==> src/rtl/bsfr_pkg.sv <==
// ----------------------------------------------------------------------------
// bsfr_pkg
// shared types and constants of the byte signature find and replace block
// ----------------------------------------------------------------------------
package bsfr_pkg;

   // bytes the delay line can hold before the oldest one leaves
   localparam int HISTORY_DEPTH = 7;
   // bytes overwritten from the match start
   localparam int PATCH_BYTES = 8;
   // default compare lanes
   localparam int MAX_SIGNATURE_BYTES_DEFAULT = 8;
   // entries between front and back end
   localparam int QUEUE_DEPTH_DEFAULT = 4;

   localparam int CSR_ADDR_W = 5;
   localparam int CSR_DATA_W = 64;

   typedef enum logic [1:0] {
      CSR_SIGNATURE   = 2'd0,
      CSR_SIG_LENGTH  = 2'd1,
      CSR_REPL_VALUE  = 2'd2,
      CSR_REPL_ENABLE = 2'd3
   } csr_index_type;

   // one unit of output work: up to eight bytes to be emitted in order
   typedef struct packed {
      logic [8*PATCH_BYTES-1:0] bytes;
      logic [3:0]               count;
      logic [31:0]              pos0;
      logic                     found;
      logic [31:0]              offset;
      logic                     last;
   } job_type;

endpackage

==> src/rtl/bsfr_front.sv <==
// ----------------------------------------------------------------------------
// bsfr_front
// accepts bytes, keeps the delay line and runs the signature compare
// ----------------------------------------------------------------------------
module bsfr_front #(
   parameter int MAX_SIGNATURE_BYTES = bsfr_pkg::MAX_SIGNATURE_BYTES_DEFAULT
) (
   input  logic                clock,
   input  logic                reset,
   input  logic [63:0]         signature,
   input  logic [3:0]          signature_length,
   input  logic                req_valid,
   output logic                req_ready,
   input  logic [7:0]          req_data_byte,
   input  logic                req_last_byte,
   input  logic                queue_full,
   output logic                push,
   output bsfr_pkg::job_type   push_job
);
   import bsfr_pkg::*;

   localparam int LEN_CAP = (MAX_SIGNATURE_BYTES > PATCH_BYTES) ? PATCH_BYTES :
                            ((MAX_SIGNATURE_BYTES < 1) ? 1 : MAX_SIGNATURE_BYTES);

   logic [7:0]  hist_ff  [HISTORY_DEPTH];
   logic [7:0]  hist_in  [HISTORY_DEPTH];
   logic [2:0]  held_ff,  held_in;
   logic [31:0] index_ff, index_in;
   logic        seen_ff,  seen_in;
   logic [31:0] start_ff, start_in;

   logic [7:0]  win [PATCH_BYTES];
   logic [3:0]  len;
   logic [3:0]  held_p1;
   logic [3:0]  base;
   logic        window_ok;
   logic        eq;
   logic        hit;
   logic        seen_new;
   logic [31:0] start_new;
   logic        accept;
   logic        held_full;

   assign req_ready = !queue_full;
   assign accept    = req_valid && req_ready;
   assign held_full = (held_ff == 3'(HISTORY_DEPTH));

   always_comb begin
      if (signature_length == 4'd0) begin
         len = 4'd1;
      end else if (signature_length > 4'(LEN_CAP)) begin
         len = 4'(LEN_CAP);
      end else begin
         len = signature_length;
      end
   end

   // held bytes oldest first, incoming byte right after them
   always_comb begin
      for (int j = 0; j < HISTORY_DEPTH; j++) begin
         win[j] = (3'(j) < held_ff) ? hist_ff[j] : req_data_byte;
      end
      win[PATCH_BYTES-1] = req_data_byte;
   end

   assign held_p1   = {1'b0, held_ff} + 4'd1;
   assign window_ok = (held_p1 >= len);
   assign base      = held_p1 - len;

   // one compare lane per signature byte
   always_comb begin
      eq = 1'b1;
      for (int j = 0; j < LEN_CAP; j++) begin
         if (4'(j) < len) begin
            if (win[3'(base + 4'(j))] != signature[8*j +: 8]) begin
               eq = 1'b0;
            end
         end
      end
   end

   assign hit       = !seen_ff && window_ok && eq;
   assign seen_new  = seen_ff || hit;
   assign start_new = hit ? (index_ff - {28'd0, len - 4'd1}) : start_ff;

   always_comb begin
      for (int j = 0; j < PATCH_BYTES; j++) begin
         push_job.bytes[8*j +: 8] = win[j];
      end
      push_job.count  = req_last_byte ? held_p1 : 4'd1;
      push_job.pos0   = index_ff - {29'd0, held_ff};
      push_job.found  = seen_new;
      push_job.offset = seen_new ? start_new : 32'd0;
      push_job.last   = req_last_byte;
   end

   assign push = accept && (req_last_byte || held_full);

   always_comb begin
      hist_in  = hist_ff;
      held_in  = held_ff;
      index_in = index_ff;
      seen_in  = seen_ff;
      start_in = start_ff;
      if (accept) begin
         if (req_last_byte) begin
            held_in  = 3'd0;
            index_in = 32'd0;
            seen_in  = 1'b0;
            start_in = 32'd0;
         end else begin
            for (int j = 0; j < HISTORY_DEPTH; j++) begin
               if (held_full) begin
                  hist_in[j] = win[j+1];
               end else if (3'(j) == held_ff) begin
                  hist_in[j] = req_data_byte;
               end
            end
            held_in  = held_full ? held_ff : held_ff + 3'd1;
            index_in = (index_ff == '1) ? index_ff : index_ff + 32'd1;
            seen_in  = seen_new;
            start_in = start_new;
         end
      end
   end

   always_ff @(posedge clock) begin
      hist_ff <= hist_in;
   end

   always_ff @(posedge clock) begin
      if (reset) begin
         held_ff  <= 3'd0;
         index_ff <= 32'd0;
         seen_ff  <= 1'b0;
         start_ff <= 32'd0;
      end else begin
         held_ff  <= held_in;
         index_ff <= index_in;
         seen_ff  <= seen_in;
         start_ff <= start_in;
      end
   end

endmodule

==> src/rtl/bsfr_queue.sv <==
// ----------------------------------------------------------------------------
// bsfr_queue
// short fifo of jobs between the front and back end
// ----------------------------------------------------------------------------
module bsfr_queue #(
   parameter int DEPTH = bsfr_pkg::QUEUE_DEPTH_DEFAULT
) (
   input  logic                clock,
   input  logic                reset,
   input  logic                push,
   input  bsfr_pkg::job_type   push_job,
   input  logic                pop,
   output bsfr_pkg::job_type   head_job,
   output logic                empty,
   output logic                full
);
   import bsfr_pkg::*;

   localparam int PTR_W = (DEPTH > 1) ? $clog2(DEPTH) : 1;
   localparam int CNT_W = $clog2(DEPTH + 1);

   job_type            entries_ff [DEPTH];
   logic [PTR_W-1:0]   wr_ptr_ff, wr_ptr_in;
   logic [PTR_W-1:0]   rd_ptr_ff, rd_ptr_in;
   logic [CNT_W-1:0]   count_ff,  count_in;
   logic               do_push;
   logic               do_pop;

   assign empty    = (count_ff == '0);
   assign full     = (count_ff == CNT_W'(DEPTH));
   assign do_push  = push && !full;
   assign do_pop   = pop && !empty;
   assign head_job = entries_ff[rd_ptr_ff];

   always_comb begin
      wr_ptr_in = wr_ptr_ff;
      rd_ptr_in = rd_ptr_ff;
      count_in  = count_ff;
      if (do_push) begin
         wr_ptr_in = (wr_ptr_ff == PTR_W'(DEPTH - 1)) ? '0 : wr_ptr_ff + 1'b1;
      end
      if (do_pop) begin
         rd_ptr_in = (rd_ptr_ff == PTR_W'(DEPTH - 1)) ? '0 : rd_ptr_ff + 1'b1;
      end
      if (do_push && !do_pop) begin
         count_in = count_ff + 1'b1;
      end else if (do_pop && !do_push) begin
         count_in = count_ff - 1'b1;
      end
   end

   always_ff @(posedge clock) begin
      if (do_push) begin
         entries_ff[wr_ptr_ff] <= push_job;
      end
   end

   always_ff @(posedge clock) begin
      if (reset) begin
         wr_ptr_ff <= '0;
         rd_ptr_ff <= '0;
         count_ff  <= '0;
      end else begin
         wr_ptr_ff <= wr_ptr_in;
         rd_ptr_ff <= rd_ptr_in;
         count_ff  <= count_in;
      end
   end

endmodule

==> src/rtl/bsfr_back.sv <==
// ----------------------------------------------------------------------------
// bsfr_back
// emits the bytes of each job one per cycle unless stalled, patching them where needed
// ----------------------------------------------------------------------------
module bsfr_back (
   input  logic                clock,
   input  logic                reset,
   input  bsfr_pkg::job_type   head_job,
   input  logic                empty,
   output logic                pop,
   input  logic                replace_enable,
   input  logic [63:0]         replacement_value,
   output logic                rsp_valid,
   input  logic                rsp_ready,
   output logic [7:0]          rsp_out_byte,
   output logic                rsp_out_last,
   output logic                rsp_found,
   output logic [31:0]         rsp_match_offset
);
   import bsfr_pkg::*;

   logic [2:0]  lane_ff,   lane_in;
   logic        valid_ff,  valid_in;
   logic [7:0]  byte_ff,   byte_in;
   logic        last_ff,   last_in;
   logic        found_ff,  found_in;
   logic [31:0] offset_ff, offset_in;

   logic [31:0] pos;
   logic [31:0] diff;
   logic        patch;
   logic        final_lane;
   logic        load;

   assign pos        = head_job.pos0 + {29'd0, lane_ff};
   assign diff       = pos - head_job.offset;
   assign patch      = replace_enable && head_job.found && (pos >= head_job.offset)
                       && (diff[31:3] == 29'd0);
   assign final_lane = (({1'b0, lane_ff} + 4'd1) == head_job.count);
   assign load       = !empty && (!valid_ff || rsp_ready);
   assign pop        = load && final_lane;

   always_comb begin
      lane_in   = lane_ff;
      valid_in  = valid_ff;
      byte_in   = byte_ff;
      last_in   = last_ff;
      found_in  = found_ff;
      offset_in = offset_ff;
      if (load) begin
         valid_in  = 1'b1;
         byte_in   = patch ? replacement_value[{diff[2:0], 3'b000} +: 8]
                           : head_job.bytes[{lane_ff, 3'b000} +: 8];
         last_in   = head_job.last && final_lane;
         found_in  = head_job.found;
         offset_in = head_job.offset;
         lane_in   = final_lane ? 3'd0 : lane_ff + 3'd1;
      end else if (rsp_ready) begin
         valid_in = 1'b0;
      end
   end

   always_ff @(posedge clock) begin
      byte_ff   <= byte_in;
      last_ff   <= last_in;
      found_ff  <= found_in;
      offset_ff <= offset_in;
   end

   always_ff @(posedge clock) begin
      if (reset) begin
         lane_ff  <= 3'd0;
         valid_ff <= 1'b0;
      end else begin
         lane_ff  <= lane_in;
         valid_ff <= valid_in;
      end
   end

   assign rsp_valid        = valid_ff;
   assign rsp_out_byte     = byte_ff;
   assign rsp_out_last     = last_ff;
   assign rsp_found        = found_ff;
   assign rsp_match_offset = offset_ff;

endmodule

==> src/rtl/byte_signature_find_replace.sv <==
// ----------------------------------------------------------------------------
// byte_signature_find_replace
// streaming signature search with patch-over at the first match
// ----------------------------------------------------------------------------
// takes one byte word per cycle unless stalled and compares every window of
// signature_length bytes with the signature register; the first match start of
// the buffer is kept and, with replace_enable set, the eight bytes from there are
// replaced by replacement_value in little-endian order. bytes are held back in a
// seven-byte delay line, so results lag the input by seven words until a last
// word flushes the line. the front end takes one word a cycle unless the queue is
// full; a last word with n bytes in the delay line yields n+1 results which the
// back end emits one a cycle unless stalled, and a four-entry job queue lets the
// front end keep taking words while such a burst drains. sustained rate: one word
// a cycle when not stalled, set by the single-result-per-cycle output register
// ----------------------------------------------------------------------------
module byte_signature_find_replace #(
   parameter int MAX_SIGNATURE_BYTES = bsfr_pkg::MAX_SIGNATURE_BYTES_DEFAULT,
   parameter int QUEUE_DEPTH         = bsfr_pkg::QUEUE_DEPTH_DEFAULT
) (
   input  logic                              clock,
   input  logic                              reset,
   // input channel
   input  logic                              req_valid,
   output logic                              req_ready,
   input  logic [7:0]                        req_data_byte,
   input  logic                              req_last_byte,
   // result channel
   output logic                              rsp_valid,
   input  logic                              rsp_ready,
   output logic [7:0]                        rsp_out_byte,
   output logic                              rsp_out_last,
   output logic                              rsp_found,
   output logic [31:0]                       rsp_match_offset,
   // register port
   input  logic                              csr_psel,
   input  logic                              csr_penable,
   input  logic                              csr_pwrite,
   input  logic [bsfr_pkg::CSR_ADDR_W-1:0]   csr_paddr,
   input  logic [bsfr_pkg::CSR_DATA_W-1:0]   csr_pwdata,
   output logic [bsfr_pkg::CSR_DATA_W-1:0]   csr_prdata,
   output logic                              csr_pready
);
   import bsfr_pkg::*;

   // configuration registers
   logic [63:0]   signature_ff,      signature_in;
   logic [3:0]    sig_length_ff,     sig_length_in;
   logic [63:0]   repl_value_ff,     repl_value_in;
   logic          repl_enable_ff,    repl_enable_in;

   logic          csr_write;
   csr_index_type csr_index;

   // front to queue to back
   logic          queue_full;
   logic          queue_empty;
   logic          push;
   logic          pop;
   job_type       push_job;
   job_type       head_job;

   assign csr_pready = 1'b1;
   assign csr_write  = csr_psel && csr_penable && csr_pwrite;
   // registers sit eight bytes apart, low address bits ignored
   assign csr_index  = csr_index_type'(csr_paddr[4:3]);

   always_comb begin
      signature_in   = signature_ff;
      sig_length_in  = sig_length_ff;
      repl_value_in  = repl_value_ff;
      repl_enable_in = repl_enable_ff;
      if (csr_write) begin
         unique case (csr_index)
            CSR_SIGNATURE:   signature_in   = csr_pwdata;
            CSR_SIG_LENGTH:  sig_length_in  = csr_pwdata[3:0];
            CSR_REPL_VALUE:  repl_value_in  = csr_pwdata;
            CSR_REPL_ENABLE: repl_enable_in = csr_pwdata[0];
            default: ;
         endcase
      end
   end

   // read back
   always_comb begin
      unique case (csr_index)
         CSR_SIGNATURE:   csr_prdata = signature_ff;
         CSR_SIG_LENGTH:  csr_prdata = {60'd0, sig_length_ff};
         CSR_REPL_VALUE:  csr_prdata = repl_value_ff;
         CSR_REPL_ENABLE: csr_prdata = {63'd0, repl_enable_ff};
         default:         csr_prdata = '0;
      endcase
   end

   always_ff @(posedge clock) begin
      if (reset) begin
         signature_ff   <= 64'd0;
         sig_length_ff  <= 4'd8;
         repl_value_ff  <= 64'd0;
         repl_enable_ff <= 1'b0;
      end else begin
         signature_ff   <= signature_in;
         sig_length_ff  <= sig_length_in;
         repl_value_ff  <= repl_value_in;
         repl_enable_ff <= repl_enable_in;
      end
   end

   // front end: delay line, window compare, first match tracking
   bsfr_front #(
      .MAX_SIGNATURE_BYTES (MAX_SIGNATURE_BYTES)
   ) u_front (
      .clock            (clock),
      .reset            (reset),
      .signature        (signature_ff),
      .signature_length (sig_length_ff),
      .req_valid        (req_valid),
      .req_ready        (req_ready),
      .req_data_byte    (req_data_byte),
      .req_last_byte    (req_last_byte),
      .queue_full       (queue_full),
      .push             (push),
      .push_job         (push_job)
   );

   // decoupling queue
   bsfr_queue #(
      .DEPTH (QUEUE_DEPTH)
   ) u_queue (
      .clock    (clock),
      .reset    (reset),
      .push     (push),
      .push_job (push_job),
      .pop      (pop),
      .head_job (head_job),
      .empty    (queue_empty),
      .full     (queue_full)
   );

   // back end: per-byte patch and output register
   bsfr_back u_back (
      .clock             (clock),
      .reset             (reset),
      .head_job          (head_job),
      .empty             (queue_empty),
      .pop               (pop),
      .replace_enable    (repl_enable_ff),
      .replacement_value (repl_value_ff),
      .rsp_valid         (rsp_valid),
      .rsp_ready         (rsp_ready),
      .rsp_out_byte      (rsp_out_byte),
      .rsp_out_last      (rsp_out_last),
      .rsp_found         (rsp_found),
      .rsp_match_offset  (rsp_match_offset)
   );

endmodule

==> config.mk <==
export PLATFORM = sky130hd
export DESIGN_NAME = byte_signature_find_replace
export DESIGN_NICKNAME = d
export VERILOG_FILES = /design/src/rtl/bsfr_pkg.sv /design/src/rtl/bsfr_front.sv /design/src/rtl/bsfr_queue.sv /design/src/rtl/bsfr_back.sv /design/src/rtl/byte_signature_find_replace.sv
export SDC_FILE = /design/constraint.sdc
export NUM_CORES = 1
export LEC_CHECK = 0
export BUFFER_PORTS_ARGS = -buffer_cell sky130_fd_sc_hd__buf_4
export CAP_MARGIN = 15
export CORE_MARGIN = 2
export CORE_UTILIZATION = 50
export DETAILED_ROUTE_END_ITERATION = 16
export HOLD_SLACK_MARGIN = 0.15
export PLACE_DENSITY_LB_ADDON = 0.05
export SYNTH_ARGS = -nofsm -noshare
export SYNTH_HDL_FRONTEND = slang
export SYNTH_SLANG_ARGS = --single-unit
export TNS_END_PERCENT = 50
==> constraint.sdc <==
create_clock -name clock -period 10.25 [get_ports clock]
set_input_delay 0.5125 -clock clock [delete_from_list [all_inputs] [get_ports clock]]
set_output_delay 0.5125 -clock clock [all_outputs]
set_load 0.005 [all_outputs]
==> results of run 1 <==
state kept, by name (all words and copies together), names as in the netlist, 4 cells and up, named ones only:
register and count:
repl_value_ff 64, sig_length_ff 4, signature_ff 64, u_back.rsp_match_offset 32, u_back.rsp_out_byte 8, u_front.hist_ff 56
u_front.index_ff 32, u_front.start_ff 32, u_queue.entries_ff 536
power by group through the flow:
| stage | combinational (uW) | clock (uW) | sequential [uW] |
|---|---|---|---|
| global placement | 2060 | 0 | 4070 |
| floorplan | 1320 | 0 | 4060 |
| finish | 2080 | 3350 | 4000 |
| global route | 2230 | 3540 | 4020 |
| CTS | 2100 | 3400 | 4010 |
| detailed placement | 2070 | 0 | 4080 |
Yosys cell counts (22+ instances only):
cell type and count:
o2bb2ai_1 35, nor4_1 25, mux2i_1 162, a21oi_1 222
mux4_2 170, a31oi_1 37, nor3_1 52, o21ai_0 93
nor2b_1 26, a211oi_1 31, o211ai_1 28, edfxtp_1 634
or3_1 27, or2_2 22, o21ba_2 42, buf_2 42
clkbuf_1 165, nand3_1 43, mux2_2 68, xnor2_1 129
nand4_1 38, nor2_1 209, a21o_1 25, inv_1 91
xor2_1 114, nand2_1 446, buf_1 38, and2_1 30
ha_1 63, dfxtp_1 214
routing by layer:
metal  GRT usage, %  up-vias  wire length (um)
met3           3.88      262              6900
met5              0        -                35
met4           11.8        6              5610
met1           37.3    15700             53700
met2           53.6      990             70300
li1               -    13900                 -
through the flow:
stage          hold WS (ps)  setup slack [ps]
2_1_floorplan           432              2790
3_3_place_gp            444              2750
3_5_place_dp            446              2590
4_1_cts                 162              2610
5_1_grt                 181              2210
6_report                202              2500
cells by family (layout without fill, tap and decap cells):
group / count (synthesis) / count (layout) / synth area share [%]
compound gates: 677 / 677 / 10.6
flops: 848 / 848 / 53.5
simple gates: 1030 / 1030 / 11.2
buf+inv: 354 / 575 / 3.32
mux: 402 / 402 / 14.3
other cells: 1 / 2 / 0.00860
fa+ha+maj: 72 / 72 / 2.16
xor+xnor: 245 / 245 / 4.97
cells in the final DEF, fill, tap and decap left out, types with 31 or more instances in the layout:
master           n
edfxtp_1       634
nand2_1        446
nand3_1         43
xor2_1         114
a211oi_1        31
nand4_1         38
nor2_1         209
mux4_2         170
inv_1           91
mux2_2          68
ha_1            62
buf_4          243
clkbuf_16       92
a31oi_1         37
dfxtp_1        208
o21ba_2         42
o21ai_0         93
nor3_1          50
mux2i_1        162
a21oi_1        221
xnor2_1        128
o2bb2ai_1       35
dlygate4sd3_1   65
path summary, 6_finish.rpt:
| check | end | cells past startpoint |
|---|---|---|
| min reg2reg | u_front.start_ff[26] | 1 |
| max reg2reg | u_queue.entries_ff[0][18] | 17 |
| min | u_queue.entries_ff[1][0] | 1 |
| max | u_queue.entries_ff[0][18] | 17 |
repair_timing:
item,4_1_cts,5_1_grt
setup buffers,0,0
gates resized for setup,0,0
endpoints found under the hold margin,131,0
hold buffers,65,0
critical path, delay by kind of cell (launching register included):
family / cells / cell delay, ps
AOI/OAI and AO/OA: 7 / 2780
adders and majority gates: 3 / 1870
buffers and inverters: 3 / 660
and+or+nand+nor: 3 / 1240
DFF: 1 / 730
xor gates and xnor gates: 1 / 120
area by class of cell:
| type | instances | area share [%] |
|---|---|---|
| repair buffers | 308 | 4.99 |
| inverters | 96 | 0.727 |
| flip-flops and latches | 848 | 47.1 |
| clock buffers | 117 | 4.89 |
| well taps | 1155 | 2.91 |
| multi-input cells | 2428 | 38.1 |
| clock inverters | 54 | 1.32 |
==> impl_metrics.py, run 1 <==
metrics = {
    "power": {
        "ir_worst_vdd_v": 0.000174,
        "swShare_pct": 29.0,
        "p_comb_share_pct": 22.1,
        "p_seq_share_pct": 42.4,
        "power.internal_uw": 6700,
        "power_density_mw_per_mm2": 190,
        "leakage_uw": 0.0177,
        "clockPowerShare_pct": 35.5,
        "p_switching_uw": 2740,
        "power_uw": 9440,
    },
    "setup_path": {
        "startpoint": "u_front.held_ff[1]",
        "critPathMaxStageDelay_ps": 910,
        "slowest_stage": "ha_1",
        "crit_chain": "inv_1 -> ha_1 -> inv_1 -> fa_2 -> ha_1 -> buf_4 -> a21boi_0 -> o21ai_1 -> a32oi_1 -> xnor2_1 -> or3b_1 -> o41ai_1 -> and4_1 -> o2111ai_1 -> o31ai_4 -> nand2_2 -> o21ai_0",
        "critPathRequiredTime_ps": 10630,
        "reg2reg_from": "u_front.held_ff[1]",
        "r2r_slack_ps": 2500,
        "worstSetupPathType": "flip-flop to flip-flop",
        "path_max_fanout": 33,
        "worstSetupEndpointType": "flip-flop",
        "worst_setup_path_start_kind": "flip-flop",
        "crit_arrival_ps": 8130,
    },
    "route": {
        "first_pass_iters": 6,
        "drtIter0Drc": 2908,
        "vias_per_cell": 6.15,
        "antenna_left": 0,
        "via_count": 30800,
        "wl_per_cell_um": 27.3,
        "routed_wl_um": 137000,
        "drc_errors": 0,
    },
    "synthesis": {
        "yosysTopAreaCellShare_pct": 43.7,
        "avgSynthCellArea_um2": 12.0,
        "synth_cell_type_count": 108,
        "postSynthCellCount": 3629,
        "synth_ff_type": "edfxtp_1",
        "synth-async-reset-ratio_pct": 0,
        "syn_area_mm2": 0.0436,
        "yosysTopAreaCell": "edfxtp_1",
        "ys_seq_area_share_pct": 53.5,
        "yosys_warnings": 0,
        "synth_edf_count": 634,
        "ys_ff_latch": 848,
        "yosys-top-cells-area": "edfxtp_1 44%, dfxtp_1 9.8%, mux4_2 8.8%",
    },
    "sta": {
        "clock_skew_ps": 30.6,
        "final_max_slew_viol_count": 0,
        "tightest_slew_ps": 1160,
        "fin_crit_sh_pct": 75.6,
        "slew_headroom_pct": 22.3,
        "rsz0062_at_grt": "no",
        "clock.fmax_mhz": 129,
        "tns_ps": 0,
        "setup_viol": 0,
        "hold_viol": 0,
        "fin_crit_ps": 7750,
    },
    "floorplanning": {
        "die_x_um": 299,
        "start_util_pct": 50.3,
        "dieArea_mm2": 0.0896,
        "core_region_area_mm2": 0.0866,
        "pin_count": 194,
        "die_h_um": 299,
        "num_rows": 108,
    },
    "global_route": {
        "grt_max_degree": 105,
        "grt_pass1_vias": 30500,
        "grt.total_usage_pct": 30.1,
        "antenna_found_initial": 3,
        "grt_first_pass_wirelength_um": 200000,
        "gr-total-overflow": 0,
    },
    "placement": {
        "place_area_mm2": 0.0458,
        "gp_congestion": 0.982,
        "placed_cells": 4769,
        "hpwl_um": 96900,
        "port-buffer-count": 189,
    },
    "clock_network": {
        "cts_tree": "done",
        "cts_buffer_depth": 3,
        "clk_latency_ps": 680,
        "clk_pin_slew_ps": 60,
        "cts_root_buf": "clkbuf_16",
        "cts.sink_count": 848,
        "htree_levels": 3,
        "cts_made_buffers": 91,
    },
    "finish": {
        "fin_nets": 3927,
        "layoutNonFillerInstCount": 5006,
        "multi_input_area_mm2": 0.0189,
        "ff_latch_area_mm2": 0.0233,
        "area.growth.synth_to_final_pct": 13.7,
        "fill_cells": 7049,
        "stdcell_area_mm2": 0.0496,
        "diodes": 0,
        "post-route-util_pct": 57.2,
        "drive_gt1_share_pct": 19.0,
    },
    "outcome": {
        "status": "completed",
    },
    "min_path": {
        "hold_path_class": "primary input to flip-flop",
        "min_from": "req_last_byte",
    },
    "job": {
        "drv_cap": 0,
    },
}
(Power assumes the default switching activity.)
==> run 2, diff against run 1 <==
==> constraint.sdc (replaced) <==
create_clock -name clock -period 7.3 [get_ports clock]
set_input_delay 0.365 -clock clock [delete_from_list [all_inputs] [get_ports clock]]
set_output_delay 0.365 -clock clock [all_outputs]
set_load 0.005 [all_outputs]
==> run 2 against run 1 <==
Routed wire length grew 0.18%. Clock power grew 38%. Cell count increased by 0.42%. Power increased by 39%. Critical path depth is 7 higher. Hold slack got worse by 6.5 ps. Core utilization rose by 0.22 points. Clock-buffer cell count is 3 lower.
==> impl_metrics.py, run 2 (synthesized netlist as in run 1, its figures left out) <==
metrics = {
    "sta": {
        "final_max_slew_viol_count": 0,
        "clock_skew_ps": 36.0,
        "tns_ps": 0,
        "clock.fmax_mhz": 152,
        "hold_viol": 0,
        "rsz0062_at_grt": "no",
        "fin_crit_sh_pct": 90.3,
        "fin_crit_ps": 6590,
        "tightest_slew_ps": 1200,
        "setup_viol": 0,
        "worst_slack_ps": 708,
        "slew_headroom_pct": 19.6,
    },
    "route": {
        "wl_per_cell_um": 27.2,
        "vias_per_cell": 6.16,
        "drc_errors": 0,
        "antenna_left": 0,
        "first_pass_iters": 6,
        "via_count": 30900,
        "drtIter0Drc": 2799,
        "routed_wl_um": 137000,
    },
    "setup_path": {
        "critPathRequiredTime_ps": 7640,
        "worst_setup_path_start_kind": "flip-flop",
        "path_max_fanout": 18,
        "worstSetupEndpointType": "flip-flop",
        "worstSetupPathType": "flip-flop to flip-flop",
        "crit_arrival_ps": 6940,
    },
    "finish": {
        "fin_nets": 3950,
        "layoutNonFillerInstCount": 5027,
        "stdcell_area_mm2": 0.0498,
        "layout_commonest_cell": "edfxtp_1",
        "layout_common_cells": "634 x edfxtp_1, 446 x nand2_1, 252 x buf_4, 221 x a21oi_1, 209 x nor2_1",
        "regMostFlops": "u_queue.entries_ff",
        "area.growth.synth_to_final_pct": 14.2,
        "drive_gt1_share_pct": 19.1,
        "largest_reg_flops": 536,
        "largest_registers": "u_queue.entries_ff: 536 flops, repl_value_ff: 64 flops, signature_ff: 64 flops",
    },
    "floorplanning": {
        "num_rows": 108,
        "core_region_area_mm2": 0.0866,
        "dieArea_mm2": 0.0896,
        "start_util_pct": 50.3,
        "pin_count": 194,
        "die_x_um": 299,
        "die_h_um": 299,
    },
    "placement": {
        "port-buffer-count": 189,
        "place_ws_ps": 683,
        "place_area_mm2": 0.0460,
        "gp_congestion": 1.00,
        "hpwl_um": 97200,
        "placed_cells": 4783,
    },
    "global_route": {
        "grt_first_pass_wirelength_um": 200000,
        "antenna_found_initial": 1,
        "gr-total-overflow": 0,
        "grt.total_usage_pct": 30.1,
        "grt_pass1_vias": 30600,
        "grt_max_degree": 92,
    },
    "clock_network": {
        "cts_tree": "done",
        "htree_levels": 3,
        "cts_buffer_depth": 3,
        "cts.sink_count": 848,
        "clk_latency_ps": 670,
        "cts_root_buf": "clkbuf_16",
        "cts_made_buffers": 91,
        "clk_pin_slew_ps": 60,
        "cts_resized": 0,
        "cts_post_setup_buffers_inserted": 0,
    },
    "power": {
        "leakage_uw": 0.0178,
        "ir_worst_vdd_v": 0.000248,
        "power_uw": 13200,
        "power_density_mw_per_mm2": 264,
    },
    "outcome": {
        "status": "completed",
    },
    "job": {
        "drv_cap": 0,
    },
    "min_path": {
        "hold_path_class": "primary input to flip-flop",
    },
}
run 2: cell count changes in the layout (fill, tap and decap cells not counted), moves of 2 or more:
cell	previous run	this run
inv_6	1	3
dlygate4sd3_1	65	74
buf_4	243	252
clkbuf_8	3	0
buf_12	0	5
clkinv_4	5	0
run 2: timing repair:
item,4_1_cts,5_1_grt
hold buffers,74,0
endpoints found under the hold margin,182,0
setup endpoints to repair,0,0
run 2: metrics by stage:
step	utilization, %	hold WS, ps
floorplan	-	432
global placement	53.1	443
detailed placement	53.1	446
CTS	57.4	152
global route	57.5	214
finish	57.5	195
run 2: path summary, 6_finish.rpt:
kind | cells after the start | slack, ps | to | from
hold / removal | 5 | 200 | repl_enable_ff | csr_paddr[4]
setup reg to reg | 24 | 710 | u_back.rsp_out_byte[6] | flip-flop
setup / recovery | 24 | 710 | u_back.rsp_out_byte[6] | flip-flop
hold reg to reg | 1 | 460 | u_front.start_ff[18] | u_front.start_ff[18]
run 2: cell type report:
class / count / area, um^2
antenna: 1 / 2.50
clock buffer: 114 / 2360
clock inverter: 54 / 643
fill: 7037 / 36900
inverter: 96 / 360
multi-input combinational: 2428 / 18900
sequential: 848 / 23300
tap: 1155 / 1450
timing repair buffer: 331 / 2730
run 2: layer usage:
layer	global-route usage [%]	up-vias	share of wire [%]
li1	-	13900	-
met1	37.0	15600	39
met2	52.3	1097	51
met3	3.91	312	5.2
met4	15.1	0	5.5
met5	0	-	0
run 2: power breakdown:
group / leakage [uW] / internal (uW) / switching, uW / total (uW)
logic: 0.00872 / 1180 / 1740 / 2920
registers: 0.00761 / 5500 / 111 / 5620
clock network: 0.00146 / 2710 / 1920 / 4620
total: 0.0178 / 9390 / 3770 / 13200
run 2: critical path: stages, from the launching register on:
cell       delay, ps
dfxtp_4          590
mux4_2           590
ha_1             300
a21o_1           110
a21oi_1          180
nor2_1           250
nand3_1          160
nor2_1           340
and2_1           240
and3_1           220
nand3_1          100
xnor2_1          150
ha_1             440
nand2b_1         240
o311a_1          210
o2111ai_1        140
nor4_1           270
o211ai_1         150
nor4_1           210
nand4_1          120
nor3_1           350
nand4_1          210
nor4_4           260
buf_4            290
mux2i_1          110
